## src/hdl/r64dec_pkg.sv

```systemverilog
// Package for the radix-64 LSB-first decoder: widths, result type and the
// character-to-symbol map. No dependencies.
package r64dec_pkg;

    localparam int CharW = 8;
    localparam int SymW  = 6;
    localparam int ByteW = 8;

    localparam logic [CharW-1:0] CHAR_DIGIT_0 = 8'h30;  // '0'
    localparam logic [CharW-1:0] CHAR_DIGIT_9 = 8'h39;  // '9'
    localparam logic [CharW-1:0] CHAR_UPPER_A = 8'h41;  // 'A'
    localparam logic [CharW-1:0] CHAR_UPPER_Z = 8'h5A;  // 'Z'
    localparam logic [CharW-1:0] CHAR_LOWER_A = 8'h61;  // 'a'
    localparam logic [CharW-1:0] CHAR_LOWER_Z = 8'h7A;  // 'z'
    localparam logic [CharW-1:0] CHAR_PLUS    = 8'h2B;  // '+'
    localparam logic [CharW-1:0] CHAR_STAR    = 8'h2A;  // '*'

    localparam logic [CharW-1:0] UPPER_BASE = 8'd10;
    localparam logic [CharW-1:0] LOWER_BASE = 8'd36;
    localparam logic [SymW-1:0]  SYM_PLUS   = 6'd62;
    localparam logic [SymW-1:0]  SYM_STAR   = 6'd63;

    typedef struct packed {
        logic             valid;
        logic [SymW-1:0]  value;
    } sym_t;

    typedef struct packed {
        logic [ByteW-1:0] data_byte;
        logic             decode_error;
        logic             message_end;
    } result_t;

    // Map one character to its 6-bit symbol; valid low for anything outside
    // the alphabet.
    function automatic sym_t char_to_sym(input logic [CharW-1:0] c);
        sym_t             s;
        logic [CharW-1:0] diff;
        s.valid = 1'b1;
        s.value = '0;
        diff    = '0;
        if (c >= CHAR_DIGIT_0 && c <= CHAR_DIGIT_9) begin
            diff = c - CHAR_DIGIT_0;
        end else if (c >= CHAR_UPPER_A && c <= CHAR_UPPER_Z) begin
            diff = c - CHAR_UPPER_A + UPPER_BASE;
        end else if (c >= CHAR_LOWER_A && c <= CHAR_LOWER_Z) begin
            diff = c - CHAR_LOWER_A + LOWER_BASE;
        end else if (c == CHAR_PLUS) begin
            diff = {2'b00, SYM_PLUS};
        end else if (c == CHAR_STAR) begin
            diff = {2'b00, SYM_STAR};
        end else begin
            s.valid = 1'b0;
        end
        s.value = diff[SymW-1:0];
        return s;
    endfunction

endpackage

```

## src/hdl/radix64_lsb_first_decoder_top.sv

```systemverilog
// Radix-64 LSB-first streaming decoder, top level.
// Depends on r64dec_pkg (widths, result type, character map).
//
//  Channel | Direction | tdata           | tuser         | tlast
//  --------+-----------+-----------------+---------------+---------------
//  s_      | in        | symbol_char[7:0]| -             | end_of_message
//  m_      | out       | data_byte[7:0]  | decode_error  | message_end
//
// One character per cycle sustained while the result is not stalled; a result
// beat passes from its character through the input register, then the result
// register, before it can be taken.
// The decode of one beat is a table compare and a byte splice between the
// two registers, so a new beat can follow in every cycle.
// Reset (aresetn low, synchronous) empties both registers and clears the
// group position, the previous symbol and the failure flag.
// A stall on m_tready holds the result register; the input register still
// takes one more beat while the result waits, but only if it is empty.
module radix64_lsb_first_decoder_top
    import r64dec_pkg::*;
(
    input  logic             aclk,
    input  logic             aresetn,
    input  logic             s_tvalid,
    output logic             s_tready,
    input  logic [CharW-1:0] s_tdata,   // [7:0] symbol_char
    input  logic             s_tlast,   // end_of_message
    output logic             m_tvalid,
    input  logic             m_tready,
    output logic [ByteW-1:0] m_tdata,   // [7:0] data_byte
    output logic             m_tuser,   // [0] decode_error
    output logic             m_tlast    // message_end
);

    // Input register
    logic             in_valid_reg;
    logic [CharW-1:0] in_char_reg;
    logic             in_last_reg;

    // Decoder state
    logic [1:0]       grp_pos_reg, grp_pos_next;
    logic [SymW-1:0]  prev_sym_reg, prev_sym_next;
    logic             failed_reg, failed_next;

    // Result register
    logic             out_valid_reg;
    result_t          out_reg, out_next;

    logic             out_free;
    logic             proc_fire;
    logic             emit;
    sym_t             sym;
    logic             fail_now;

    // The result register frees up when empty or when its beat is taken.
    assign out_free  = !out_valid_reg || m_tready;
    assign proc_fire = in_valid_reg && out_free;
    assign s_tready  = !in_valid_reg || out_free;

    assign sym      = char_to_sym(in_char_reg);
    assign fail_now = failed_reg || !sym.valid;

    // Decode one beat: update group state and splice the output byte.
    always_comb begin
        grp_pos_next  = grp_pos_reg;
        prev_sym_next = prev_sym_reg;
        failed_next   = failed_reg;
        emit          = 1'b0;
        out_next      = '0;
        if (fail_now || (grp_pos_reg == 2'd0 && in_last_reg)) begin
            // Swallow the beat; the error result goes out on the last one.
            failed_next = fail_now;
            if (in_last_reg) begin
                emit                  = 1'b1;
                out_next.decode_error = 1'b1;
                out_next.message_end  = 1'b1;
            end
        end else begin
            grp_pos_next  = grp_pos_reg + 2'd1;
            prev_sym_next = sym.value;
            emit          = (grp_pos_reg != 2'd0);
            out_next.message_end = in_last_reg;
            unique case (grp_pos_reg)
                2'd1:    out_next.data_byte = {sym.value[1:0], prev_sym_reg};
                2'd2:    out_next.data_byte = {sym.value[3:0], prev_sym_reg[5:2]};
                2'd3:    out_next.data_byte = {sym.value, prev_sym_reg[5:4]};
                default: out_next.data_byte = '0;
            endcase
        end
        // End of message: return to the reset state.
        if (in_last_reg) begin
            grp_pos_next  = '0;
            prev_sym_next = '0;
            failed_next   = 1'b0;
        end
    end

    always_ff @(posedge aclk) begin
        if (!aresetn) begin
            in_valid_reg  <= 1'b0;
            out_valid_reg <= 1'b0;
            grp_pos_reg   <= '0;
            prev_sym_reg  <= '0;
            failed_reg    <= 1'b0;
        end else begin
            // Load the input register whenever it can take a beat.
            if (s_tready) begin
                in_valid_reg <= s_tvalid;
            end
            if (proc_fire) begin
                grp_pos_reg  <= grp_pos_next;
                prev_sym_reg <= prev_sym_next;
                failed_reg   <= failed_next;
            end
            // Advance the result register; hold it while stalled.
            if (out_free) begin
                out_valid_reg <= proc_fire && emit;
            end
        end
    end

    always_ff @(posedge aclk) begin
        if (s_tready && s_tvalid) begin
            in_char_reg <= s_tdata;
            in_last_reg <= s_tlast;
        end
        if (proc_fire && emit) begin
            out_reg <= out_next;
        end
    end

    assign m_tvalid = out_valid_reg;
    assign m_tdata  = out_reg.data_byte;
    assign m_tuser  = out_reg.decode_error;
    assign m_tlast  = out_reg.message_end;

`ifndef NO_ASSERTIONS
    // An error beat carries a zero byte and closes the message.
    a_error_shape: assert property (@(posedge aclk) disable iff (!aresetn)
        (m_tvalid && m_tuser) |-> (m_tdata == '0 && m_tlast))
        else $error("error beat without zero byte or message end");

    // After the last character of a message the state is back at reset.
    a_state_clear: assert property (@(posedge aclk) disable iff (!aresetn)
        (proc_fire && in_last_reg) |=> (grp_pos_reg == '0 && prev_sym_reg == '0
                                        && !failed_reg))
        else $error("decoder state not cleared at end of message");

    // A failed message produces nothing until its last character.
    a_failed_quiet: assert property (@(posedge aclk) disable iff (!aresetn)
        (proc_fire && failed_reg && !in_last_reg) |-> !emit)
        else $error("result emitted after failure before message end");
`endif

endmodule
```

## config.mk

```make
export PLATFORM = sky130hd
export DESIGN_NAME = radix64_lsb_first_decoder_top
export DESIGN_NICKNAME = d
export VERILOG_FILES = /design/src/hdl/r64dec_pkg.sv /design/src/hdl/radix64_lsb_first_decoder_top.sv
export SDC_FILE = /design/constraint.sdc
export NUM_CORES = 1
export LEC_CHECK = 0
export BUFFER_PORTS_ARGS = -buffer_cell sky130_fd_sc_hd__buf_2
export CELL_PAD_IN_SITES_DETAIL_PLACEMENT = 0
export CELL_PAD_IN_SITES_GLOBAL_PLACEMENT = 1
export CORE_ASPECT_RATIO = 0.6
export CORE_UTILIZATION = 48
export CTS_CLUSTER_SIZE = 16
export DETAILED_ROUTE_END_ITERATION = 6
export GPL_ROUTABILITY_DRIVEN = 0
export PLACE_DENSITY_LB_ADDON = 0.1
export SYNTH_ARGS = -nofsm -noshare
export SYNTH_HDL_FRONTEND = slang
export SYNTH_SLANG_ARGS = --single-unit
export TNS_END_PERCENT = 10
```

## constraint.sdc

```tcl
create_clock -name aclk -period 7.1 [get_ports aclk]
set_input_delay 1.42 -clock aclk [delete_from_list [all_inputs] [get_ports aclk]]
set_output_delay 1.42 -clock aclk [all_outputs]
set_load 0.005 [all_outputs]
```

==> Word-level counts from Yosys, hierarchy flattened <==
Cells that the tools add are included.
{ "classes": {"addsub": 6, "n_lt_le_gt_ge": 6, "eq_ne": 6, "muxes": 21, "reduce_logical": 19} }
{ "op_table": {"columns": ["op", "n"], "rows": [
  ["$mux 6", 7],
  ["$pmux 8 s3", 1],
  ["$eq 8x6->1 const B", 2],
  ["$ge 8x7->1 const B", 2],
  ["$le 8x7->1 const B", 2],
  ["$sub 6x6->6 const B", 2],
  ["$mux 1", 10],
  ["$ge 8x6->1 const B", 1],
  ["$le 8x6->1 const B", 1],
  ["$logic_and 1x1->1", 7],
  ["$add 6x4->6 const B", 1],
  ["$add 6x6->6 const B", 1],
  ["$mux 2", 3],
  ["$sub 6x1->6 const B", 1],
  ["$eq 2x2->1 const B", 2],
  ["$logic_or 1x1->1", 4],
  ["$reduce_and 2->1", 2],
  ["$reduce_bool 2->1", 2],
  ["$logic_not 1->1", 3],
  ["$add 2x1->2 const B", 1],
  ["$eq 2x1->1 const B", 1],
  ["$logic_not 2->1", 1],
  ["$ne 2x2->1 const B", 1]
]} }
{ "totals": {"register_bits": 30, "inputBits": 13, "out_inout_bits": 12, "elab_cells": 68} }

==> Longest topological paths before layout <==
Gate-level depths: netlist of the first run.
{ "depth": {"ltp_word": 11, "mapped_depth": 10, "ltp_nobuf": 9} }

==> Least setup slack after synthesis of the first run <==
Ideal clock, no wire load.
{ "synth_timing": {"path_type": "in2out", "start": "input m_tready", "end": "output s_tready", "arrival_ns": 1.589, "required_time_ns": 5.680, "path_slack_ns": 4.091, "path_stages": 1, "n_path_buf": 0, "cell_sequence": "nand3b_1"} }
{ "synth_via": {"elab_chain_cells": 2} }
{ "synth_rtl": {"columns": ["item", "line", "rtl"], "rows": [
  ["from (decl)", "radix64_lsb_first_decoder_top.sv:28", "input logic m_tready,"],
  ["$logic_or 1x1->1", "radix64_lsb_first_decoder_top.sv:55", "assign out_free = !out_valid_reg || m_tready;"],
  ["$logic_or 1x1->1", "radix64_lsb_first_decoder_top.sv:57", "assign s_tready = !in_valid_reg || out_free;"],
  ["to (decl)", "radix64_lsb_first_decoder_top.sv:24", "output logic s_tready,"]
]} }
Every way passes these cells.

==> Worst setup path in the final report of the first run <==
{ "layout_timing": {"start": "register in_char_reg[1]", "end": "register prev_sym_reg[3]"} }
{ "layout_via": {"elab_chain_cells": 11, "elab_cells_between_ends": 33, "classes_between": "5 x add/sub; 6 x order compare; 3 x eq/ne; 12 x mux; 7 x reduce/logical"} }
{ "layout_rtl": {"columns": ["item", "line", "rtl"], "rows": [
  ["from (decl)", "radix64_lsb_first_decoder_top.sv:36", "logic [CharW-1:0] in_char_reg;"],
  ["from (signal assigned)", "radix64_lsb_first_decoder_top.sv:123", "in_char_reg <= s_tdata;"],
  ["branches (longest 11 deep; another with $sub 6x6->6)", null, null],
  ["to (signal assigned)", "radix64_lsb_first_decoder_top.sv:111", "prev_sym_reg <= prev_sym_next;"],
  ["to (decl)", "radix64_lsb_first_decoder_top.sv:41", "logic [SymW-1:0] prev_sym_reg, prev_sym_next;"]
]} }
Several ways; the timed one is not identified. The select of a mux whose other input is x is not followed.
A chain may end at the register's enable or synchronous reset.

==> reports/metrics.yaml, run 1 <==
synth_top_area_share_pct: 30.67
start_util_pct: 50.56
num_io_pins: 25
synth.most_common_cell: "edfxtp_1"
skew_ns: 0.006757
cts_sinks: 30
fin_crit_sh_pct: 48.05
fillers: 328
synth_edf_count: 19
ys_types: 56
h-tree-depth: 2
finalMaxSlewViolations: 0
wl_microns: 4292
hold_violations: 0
final_cell_count_no_fill: 259
synth_common_cells: "edfxtp_1, nand2_1, nor2_1"
period_minus_slack_ns: 3.411
slew_headroom_pct: 41.17
status: "finished, final reports clean"
syn_area_per_cell_sq_um: 9.896
synth-seq-cells: 30
vias_per_cell: 6.332
grt.total_usage_pct: 23.00
grt_start_max_net_pins: 15
critPathTopFamily: "compound AO/OA/AOI/OAI gates"
wl_per_cell_microns: 16.57
rsz0062_at_grt: "false"
critPathKind: "reg2reg"
port_buffers: 24
die_area_sq_um: 4137
setup_viol: 0
grt_antenna_before_repair: 0
drtAntennaViolNets: 0
yosysWarnings: 0
synthesis.area_sq_um: 1861
path_clk_slew_ns: 0.07
synthTopCellsByArea: "edfxtp_1, dfxtp_1, ha_1, a222oi_1, nand2_1"
cts_buffers: 5
hold_path.class: "reg2reg"
crit_path_end_kind: "flop"
ys.flop_type: "edfxtp_1"
drt-initial-drc-count: 328
clk-insertion-delay-late_ns: 0.27
drive_above_1_share_pct: 18.87
start_kind: "flop"
die-width_microns: 82.38
p_per_area_nw_per_um2: 187.4
cp.arrival_ns: 3.58
max_freq_mhz: 293.1
cts_setup_buffers: 0
grt_pass1_vias: 1441
core_region_area_sq_um: 3680
synthArstFlopShare_pct: 0
netlist_instances: 188
peakVddDrop_mv: 0.1259
crit_chain: "inv_1, ha_1, or4b_4, o211ai_2, o22ai_1, o31ai_2, nor2_1, a22oi_1, nor2b_1"
grt-ovfl-total: 0
worst-path-buf-inv: 1
num_rows: 17
clock_tree.buffer_depth: 2
slowest_stage: "o31ai_2"
hold_buffers: 0
n_antenna_cell: 0
vias: 1640
syn2layout_area_growth_pct: 12.44
dp.cells: 251
final_nets: 237
cap_viol_max_count: 0
seq_area_frac_synth_pct: 42.50
die_h_microns: 50.23
drtPass1Iterations: 5
hpwl_microns: 3165
cts_tree: "yes"
cp_max_fo: 13
synth_top_area_cell: "edfxtp_1"
cp.required_ns: 7.27
grt_pass1_wl_microns: 6927
cts_root_buf: "clkbuf_8"
tightest_slew_ns: 0.8771
ctsResizeCount: 0
drcViolationCount: 0
max_stage_delay_ns: 0.74
p_leak_nw: 0.7670
synth_fp_nets: 214
fin_setup_tns_ns: 0
p_total_mw: 0.3921
-- worst paths after layout --
kind	slack, ns	to	cells past startpoint	startpoint
worst min register to register	0.46	prev_sym_reg[1]$_SDFFE_PN0P_	2	prev_sym_reg[1]$_SDFFE_PN0P_
worst max register to register	3.69	prev_sym_reg[3]$_SDFFE_PN0P_	9	in_char_reg[1]$_DFFE_PP_
worst min-delay path	0.46	prev_sym_reg[1]$_SDFFE_PN0P_	2	prev_sym_reg[1]$_SDFFE_PN0P_
worst max-delay path	3.69	prev_sym_reg[3]$_SDFFE_PN0P_	9	in_char_reg[1]$_DFFE_PP_
-- layout by cell type, fill, tap and decap left out, types with 2 or more instances in the layout --
cell,count
a222oi_1,7
nand4_1,2
a21boi_0,2
dfxtp_1,11
a21oi_1,6
o21ai_1,3
o21a_1,2
nand2b_1,3
or3_1,2
nand3b_1,3
a31oi_1,3
nor3b_1,3
inv_1,10
nor3_1,3
ha_1,13
nand3_1,7
nand2_1,17
a22oi_1,3
edfxtp_1,19
nor2_1,17
and3_1,2
clkbuf_8,6
buf_2,24
a21boi_1,4
nor2b_1,4
o21ai_0,5
-- cell families (layout without fill, tap and decap cells) --
family / count (synthesis) / after routing / share of synthesized area [%]
AO/OA/AOI/OAI: 57 / 57 / 24.81
XOR/XNOR: 1 / 1 / 0.4708
AND/OR/NAND/NOR: 69 / 69 / 19.37
buffers and inverters: 18 / 42 / 4.102
flip-flops: 30 / 30 / 42.50
adder cells (fa/ha/maj): 13 / 13 / 8.743
-- per-stage QoR --
step	cell area, sq um	setup slack [ns]	hold slack (ns)	util (%)
after detailed placement	2001	3.783	0.4505	54.37
after global routing	2092	3.432	0.4835	56.85
after global placement	2001	3.816	0.4472	54.37
final	2092	3.689	0.4568	56.85
after CTS	2092	3.757	0.4591	56.85
after floorplan	1861	4.091	0.4301	-
-- per-layer routing --
metal  wire [microns]  global-route usage, %  up-vias
li1                 -                      -      765
met1             2150                  36.36      775
met2             1676                  29.34       96
met3              443                  7.273        4
met4               21                  5.556        0
met5                0                      0        -
-- where the power goes --
group          total, mW  switching (mW)  internal [mW]
Clock              0.139          0.0614         0.0781
Combinational     0.0502          0.0301         0.0201
Sequential         0.202         0.00966          0.193
Total              0.392           0.101          0.291
-- final cells by class --
cell class                 count  area [sq um]  area share, %
clock buffer                   7         86.33          4.127
clock inverter                 1         5.005         0.2392
inverter                      10         37.54          1.794
multi-input combinational    140         993.5          47.49
sequential                    30         790.8          37.80
tap                           47         58.81          2.811
timing repair buffer          24         120.1          5.742
-- worst reg2reg max path: cells and delay by family, from the launching register on --
family,cells,cell delay (ns)
flops,1,0.53
simple gates,3,0.87
buf+inv,1,0.18
fa+ha+maj,1,0.31
compound gates,4,1.41
Power figures use the tool's default switching activity.
==> inputs of run 2 (changes only) <==
- ABC_AREA: unset -> 1
- CORE_UTILIZATION: 48 -> 43
- clock period: 7.1 -> 3.29 ns (I/O delays scaled with it)
==> run 2 against run 1 <==
Hold slack better by 0.018 ns. Clock-buffer cell count unchanged. Sequential share of layout area down 4.0 points. Global-route usage down 3.3 points. Combinational power rose to 3.1 times the previous value. Synthesized cell count up 46%. Routed wire length up 7.5%. Core utilization down 6.1 points. Area after synthesis up 12%. Highest routed layer unchanged.
==> reports/metrics.yaml, run 2 <==
status: "finished, final reports clean"  # unchanged
slew_headroom_pct: 69.16  # was 41.17%
cts_tree: "yes"  # unchanged
synthArstFlopShare_pct: 0  # unchanged
critPathKind: "reg2reg"  # unchanged
path_clk_slew_ns: 0.06  # was 0.07 ns
hold_violations: 0  # unchanged
hold_start: "prev_sym_reg[0]$_SDFFE_PN0P_"  # was prev_sym_reg[1]$_SDFFE_PN0P_
cp.arrival_ns: 2.57  # was 3.58 ns
tightest_slew_ns: 0.4606  # was 0.8771 ns
die-width_microns: 91.91  # was 82.38 microns
port_buffers: 24  # unchanged
regArea_sq_um: 790.8  # unchanged
cp.required_ns: 3.23  # was 7.27 ns
synth_edf_count: 19  # unchanged
synthesis.area_sq_um: 2086  # was 1861 sq um
fin_setup_tns_ns: 0  # unchanged
netlist_instances: 275  # was 188
peakVddDrop_mv: 0.2720  # was 0.1259 mV
crit_path_end_kind: "flop"  # unchanged
synth_fp_nets: 301  # was 214
multi_input_area_sq_um: 1109  # was 993.5 sq um
crit_start: "in_char_reg[1]$_DFFE_PP_"  # unchanged
start_util_pct: 45.23  # was 50.56%
yosysWarnings: 0  # unchanged
ys_types: 33  # was 56
grt_start_max_net_pins: 11  # was 15
grt_pass1_wl_microns: 7707  # was 6927 microns
drtAntennaViolNets: 0  # unchanged
synthTopCellsByArea: "edfxtp_1, nand2_1, dfxtp_1, ha_1, inv_1"  # was edfxtp_1, dfxtp_1, ha_1, a222oi_1, nand2_1
drt-initial-drc-count: 149  # was 328
seq_area_frac_synth_pct: 37.91  # was 42.50%
cts_root_buf: "clkbuf_8"  # unchanged
grt.total_usage_pct: 19.74  # was 23.00%
rsz0062_at_grt: "false"  # unchanged
setup_viol: 0  # unchanged
cp_max_fo: 10  # was 13
skew_ns: 0.005024  # was 0.006757 ns
grt_pass1_vias: 1547  # was 1441
wl_per_cell_microns: 12.68  # was 16.57 microns
final_nets: 326  # was 237
layout_commonest_cell: "nand2_1"  # was buf_2
hold_buffers: 0  # unchanged
vias_per_cell: 4.887  # was 6.332
drcViolationCount: 0  # unchanged
finalInstanceArea_sq_um: 2340  # was 2092 sq um
synth.most_common_cell: "nand2_1"  # was edfxtp_1
synth_top_area_cell: "edfxtp_1"  # unchanged
layout_common_cells: "nand2_1, inv_1, nand3_1, buf_2, edfxtp_1"  # was buf_2, edfxtp_1, nor2_1, nand2_1, ha_1
syn_area_per_cell_sq_um: 7.585  # was 9.896 sq um
fin_crit_sh_pct: 80.01  # was 48.05%
synth-seq-cells: 30  # unchanged
p_leak_nw: 1.096  # was 0.7670 nW
period_minus_slack_ns: 2.632  # was 3.411 ns
die_h_microns: 55.95  # was 50.23 microns
cts_buffers: 5  # unchanged
core_region_area_sq_um: 4612  # was 3680 sq um
grt_antenna_before_repair: 0  # unchanged
grt-ovfl-total: 0  # unchanged
drtPass1Iterations: 4  # was 5
vias: 1779  # was 1640
synth_common_cells: "nand2_1, inv_1, nand3_1"  # was edfxtp_1, nand2_1, nor2_1
cap_viol_max_count: 0  # unchanged
synth_top_area_share_pct: 27.35  # was 30.67%
wl_microns: 4615  # was 4292 microns
n_antenna_cell: 0  # unchanged
h-tree-depth: 2  # unchanged
max_freq_mhz: 379.9  # was 293.1 MHz
fillers: 494  # was 328
hpwl_microns: 3637  # was 3165 microns
die_area_sq_um: 5142  # was 4137 sq um
dpl_cell_area_sq_um: 2248  # was 2001 sq um
hold_path.class: "reg2reg"  # unchanged
rr_startpoint: "in_char_reg[1]$_DFFE_PP_"  # unchanged
p_per_area_nw_per_um2: 380.3  # was 187.4 nW/um^2
clk-insertion-delay-late_ns: 0.28  # was 0.27 ns
start_kind: "flop"  # unchanged
finalMaxSlewViolations: 0  # unchanged
ctsResizeCount: 0  # unchanged
cts_sinks: 30  # unchanged
num_rows: 19  # was 17
drive_above_1_share_pct: 17.28  # was 18.87%
num_io_pins: 25  # unchanged
clock_tree.buffer_depth: 2  # unchanged
ys.flop_type: "edfxtp_1"  # unchanged
syn2layout_area_growth_pct: 12.18  # was 12.44%
cts_setup_buffers: 0  # unchanged
[run 2: cell types whose count changed after synthesis, moves of 5 or more]
cell	previous run	this run
a222oi_1	7	0
nand3_1	7	25
nand4_1	2	8
inv_1	10	34
inv_2	0	5
nand2_1	17	84
a21oi_1	6	17
nand2_4	0	5
[run 2: stage by stage]
stage	utilization, %	setup WS (ns)	power (mW)	hold WS [ns]	instances
after floorplan	-	1.063	0.5522	0.4440	275
after global placement	48.75	0.7512	0.5963	0.4565	356
after detailed placement	48.75	0.6571	0.5940	0.4598	356
after CTS	50.73	0.6651	0.8984	0.4704	364
after global routing	50.73	0.4239	0.9335	0.4774	364
final	50.73	0.6576	0.8897	0.4746	364
[run 2: worst max-delay path, stage by stage, from the launching register on]
cell and delay (ns):
edfxtp_1 0.50, inv_1 0.20, ha_1 0.29, inv_1 0.06
nand3_1 0.08, nand3_1 0.27, nand4_4 0.28, nand2_4 0.07
o21ai_0 0.14, nand2_1 0.09, inv_1 0.31
[run 2: cells by family (layout without fill, tap and decap cells)]
kind of cell | Yosys count | in the layout | share of synthesized area [%]
DFF | 30 | 30 | 37.91
buffers and inverters | 46 | 72 | 8.938
AOI/OAI and AO/OA | 29 | 29 | 7.859
adders and majority gates | 13 | 13 | 7.799
xor gates and xnor gates | 5 | 5 | 2.099
and+or+nand+nor | 152 | 152 | 35.39
[run 2: report_power, final]
part	internal [mW]	leakage (nW)	switching [mW]	total (mW)
clock	0.168	0.0482	0.134	0.302
combinational	0.0524	0.776	0.103	0.156
sequential	0.415	0.272	0.0168	0.432
total	0.636	1.10	0.253	0.890
[run 2: layer usage]
layer / global-route usage [%] / routed length [microns] / vias to the layer above
li1: - / - / 938
met1: 33.45 / 2609 / 761
met2: 22.60 / 1544 / 76
met5: 0 / 0 / -
met3: 5.874 / 432 / 4
met4: 5.357 / 29 / 0
[run 2: layout make-up]
| cell class | instances | share of cell area [%] |
|---|---|---|
| timing repair buffer | 24 | 5.134 |
| sequential | 30 | 33.80 |
| tap | 63 | 3.369 |
| clock buffer | 7 | 3.690 |
| inverter | 40 | 6.417 |
| multi-input combinational | 199 | 47.38 |
| clock inverter | 1 | 0.2139 |
[run 2: path summary, 6_finish.rpt]
check,slack (ns),to,depth (start not counted)
worst min-delay path,0.47,prev_sym_reg[0]$_SDFFE_PN0P_,2
worst min register to register,0.47,prev_sym_reg[0]$_SDFFE_PN0P_,2
worst max register to register,0.66,m_tdata[6]$_SDFFCE_PP0P_,10
worst max-delay path,0.66,m_tdata[6]$_SDFFCE_PP0P_,10
==> inputs of run 3 (changes only) <==
- ABC_AREA: 1 -> 0
- CORE_UTILIZATION: 43 -> 44
- clock period: 3.29 -> 2.7 ns (I/O delays scaled with it)
==> run 3 against run 2 <==
Final cell count is 22% lower. Sequential power up 22%. Maximum frequency decreased by 1.3%. Highest routed layer unchanged. Largest cell class unchanged. First-iteration DRC count up 53%. Power increased by 19%.
==> reports/metrics.yaml, run 3 (same netlist as run 1, synthesis figures left out) <==
grt_pass1_wl_microns: 7086  # was 7707 microns
slew_headroom_pct: 64.61  # was 69.16%
status: "finished, final reports clean"  # unchanged
cp.required_ns: 2.72  # was 3.23 ns
hold_slack_ns: 0.4349  # was 0.4746 ns
h-tree-depth: 2  # unchanged
skew_ns: 0.008814  # was 0.005024 ns
rr_startpoint: "in_char_reg[0]$_DFFE_PP_"  # was in_char_reg[1]$_DFFE_PP_
switching_share_pct: 26.14  # was 28.49%
grt.total_usage_pct: 21.21  # was 19.74%
final_cell_count_no_fill: 285  # was 364
hpwl_microns: 3388  # was 3637 microns
fin_crit_sh_pct: 98.77  # was 80.01%
rsz0062_at_grt: "true"  # was false
finalMaxSlewViolations: 0  # unchanged
max_freq_mhz: 375.0  # was 379.9 MHz
wl_per_cell_microns: 16.32  # was 12.68 microns
utilization_pct: 59.12  # was 50.73%
cts_tree: "yes"  # unchanged
layout_common_cells: "buf_2, edfxtp_1, nand2_1, buf_4, nor2_1"  # was nand2_1, inv_1, nand3_1, buf_2, edfxtp_1
drtPass1Iterations: 5  # was 4
cp_max_fo: 8  # was 10
critPathKind: "reg2reg"  # unchanged
syn2layout_area_growth_pct: 22.33  # was 12.18%
grt_pass1_vias: 1438  # was 1547
p_per_area_nw_per_um2: 466.3  # was 380.3 nW/um^2
fillers: 327  # was 494
crit_chain: "inv_1, ha_1, or4b_4, o211ai_4, nor2_2, nor4_2, a211oi_2, a222oi_1, nor2_1"  # was inv_1, ha_1, inv_1, nand3_1, nand3_1, nand4_4, nand2_4, o21ai_0, nand2_1, inv_1
wl_microns: 4652  # was 4615 microns
port_buffers: 24  # unchanged
cts_sinks: 30  # unchanged
drt-initial-drc-count: 228  # was 149
hold_violations: 0  # unchanged
p_switching_mw: 0.2774  # was 0.2535 mW
tightest_slew_ns: 0.5297  # was 0.4606 ns
core_region_area_sq_um: 3850  # was 4612 sq um
start_kind: "flop"  # unchanged
multi_input_area_sq_um: 1045  # was 1109 sq um
hold_path.class: "in2reg"  # was reg2reg
die-width_microns: 85.95  # was 91.91 microns
path_clk_slew_ns: 0.06  # about the same
grt_start_max_net_pins: 14  # was 11
crit_path_end_kind: "flop"  # unchanged
pwr-share-comb_pct: 16.0  # was 17.5%
num_io_pins: 25  # unchanged
die_h_microns: 52.37  # was 55.95 microns
drcViolationCount: 0  # unchanged
final_nets: 253  # was 326
clockPowerShare_pct: 34.5  # was 33.9%
grt_antenna_before_repair: 0  # unchanged
peakVddDrop_mv: 0.3080  # was 0.2720 mV
layout_commonest_cell: "buf_2"  # was nand2_1
grt-ovfl-total: 0  # unchanged
r2r_setup_slack_ns: 0.03  # was 0.66 ns
cp.arrival_ns: 2.69  # was 2.57 ns
rr_endpoint: "m_tdata[7]$_SDFFCE_PP0P_"  # was m_tdata[6]$_SDFFCE_PP0P_
start_util_pct: 48.33  # was 45.23%
clock_tree.buffer_depth: 2  # unchanged
drive_above_1_share_pct: 28.51  # was 17.28%
slowest_stage: "or4b_4"  # was edfxtp_1
n_antenna_cell: 0  # unchanged
p_leak_nw: 0.8731  # was 1.096 nW
num_rows: 17  # was 19
drtAntennaViolNets: 0  # unchanged
cp-endpoint: "m_tdata[7]$_SDFFCE_PP0P_"  # was m_tdata[6]$_SDFFCE_PP0P_
cts_setup_buffers: 0  # unchanged
r2r_cells: 9  # was 10
vias_per_cell: 5.968  # was 4.887
vias: 1701  # was 1779
p_total_mw: 1.061  # was 0.8897 mW
regArea_sq_um: 790.8  # unchanged
dp.cells: 277  # was 356
cap_viol_max_count: 0  # unchanged
period_minus_slack_ns: 2.667  # was 2.632 ns
setup_viol: 0  # unchanged
max_stage_delay_ns: 0.52  # was 0.50 ns
internal_power_mw: 0.7838  # was 0.6362 mW
cts_root_buf: "clkbuf_8"  # unchanged
crit_start: "in_char_reg[0]$_DFFE_PP_"  # was in_char_reg[1]$_DFFE_PP_
p_seq_share_pct: 49.5  # was 48.6%
clk-insertion-delay-late_ns: 0.28  # about the same
die_area_sq_um: 4501  # was 5142 sq um
fin_setup_tns_ns: 0  # unchanged
cts_buffers: 5  # unchanged
## run 3: changes by cell type in the layout (fill, tap and decap cells not counted), sizes merged, moves of 7 or more
| cell | change |
|---|---|
| inv | -29 |
| nand4 | -7 |
| nand3 | -20 |
| a21oi | -11 |
| a21boi | +7 |
| buf | +16 |
| a222oi | +7 |
| nand2 | -76 |
## run 3: how the worst min path moves through the flow
stage	startpoint	end	slack, ns	cells after the start
after global placement	prev_sym_reg[1]$_SDFFE_PN0P_	prev_sym_reg[1]$_SDFFE_PN0P_	0.44	2
after detailed placement	prev_sym_reg[1]$_SDFFE_PN0P_	prev_sym_reg[1]$_SDFFE_PN0P_	0.44	2
after CTS	s_tlast	in_last_reg$_DFFE_PP_	0.43	1
final	s_tdata[3]	in_char_reg[3]$_DFFE_PP_	0.43	1
after global routing	s_tlast	in_last_reg$_DFFE_PP_	0.42	1
after floorplan	prev_sym_reg[0]$_SDFFE_PN0P_	prev_sym_reg[0]$_SDFFE_PN0P_	0.43	2
## run 3: stage by stage
stage / setup WS [ns] / cell area (sq um)
6_report: 0.03313 / 2276
5_1_grt: -0.09977 / 2276
4_1_cts: -0.02663 / 2232
3_5_place_dp: -0.02032 / 2133
3_3_place_gp: 0.06597 / 2133
2_1_floorplan: 0.06785 / 1861
## run 3: routing by layer
layer  vias to the layer above  global-route usage (%)  wire (microns)  share of wire, %
li1                        796                       -               -                 -
met1                       804                   32.28            2260                49
met2                        97                   30.29            1957                42
met3                         4                   5.354             413               8.9
met4                         0                   3.611              21              0.45
met5                         -                       0               0                 0
## run 3: critical path: cells and delay by family, from the launching register on
kind | cells | cell delay (ns)
AO/OA/AOI/OAI | 3 | 0.67
flip-flops | 1 | 0.46
buffers and inverters | 1 | 0.11
AND/OR/NAND/NOR | 4 | 1.00
adder cells (fa/ha/maj) | 1 | 0.16
## run 3: area by class of cell
| class | instances | share of cell area, % |
|---|---|---|
| multi-input cells | 140 | 45.90 |
| repair buffers | 40 | 10.56 |
| clock buffers | 7 | 3.793 |
| clock inverters | 1 | 0.2199 |
| well taps | 57 | 3.134 |
| flip-flops and latches | 30 | 34.74 |
| inverters | 10 | 1.649 |
## run 3: power groups by stage
| stage | logic, mW | clock network, mW | registers, mW |
|---|---|---|---|
| 3_3_place_gp | 0.153 | 0 | 0.533 |
| 4_1_cts | 0.158 | 0.372 | 0.525 |
| 5_1_grt | 0.183 | 0.390 | 0.528 |
| 3_5_place_dp | 0.156 | 0 | 0.534 |
| 2_1_floorplan | 0.0977 | 0 | 0.532 |
| 6_report | 0.170 | 0.366 | 0.525 |
## run 3: timing repair
action,in CTS,in global routing
hold buffers,0,0
setup endpoints to repair,9,15
gates resized for setup,2,9
pin swaps,0,3
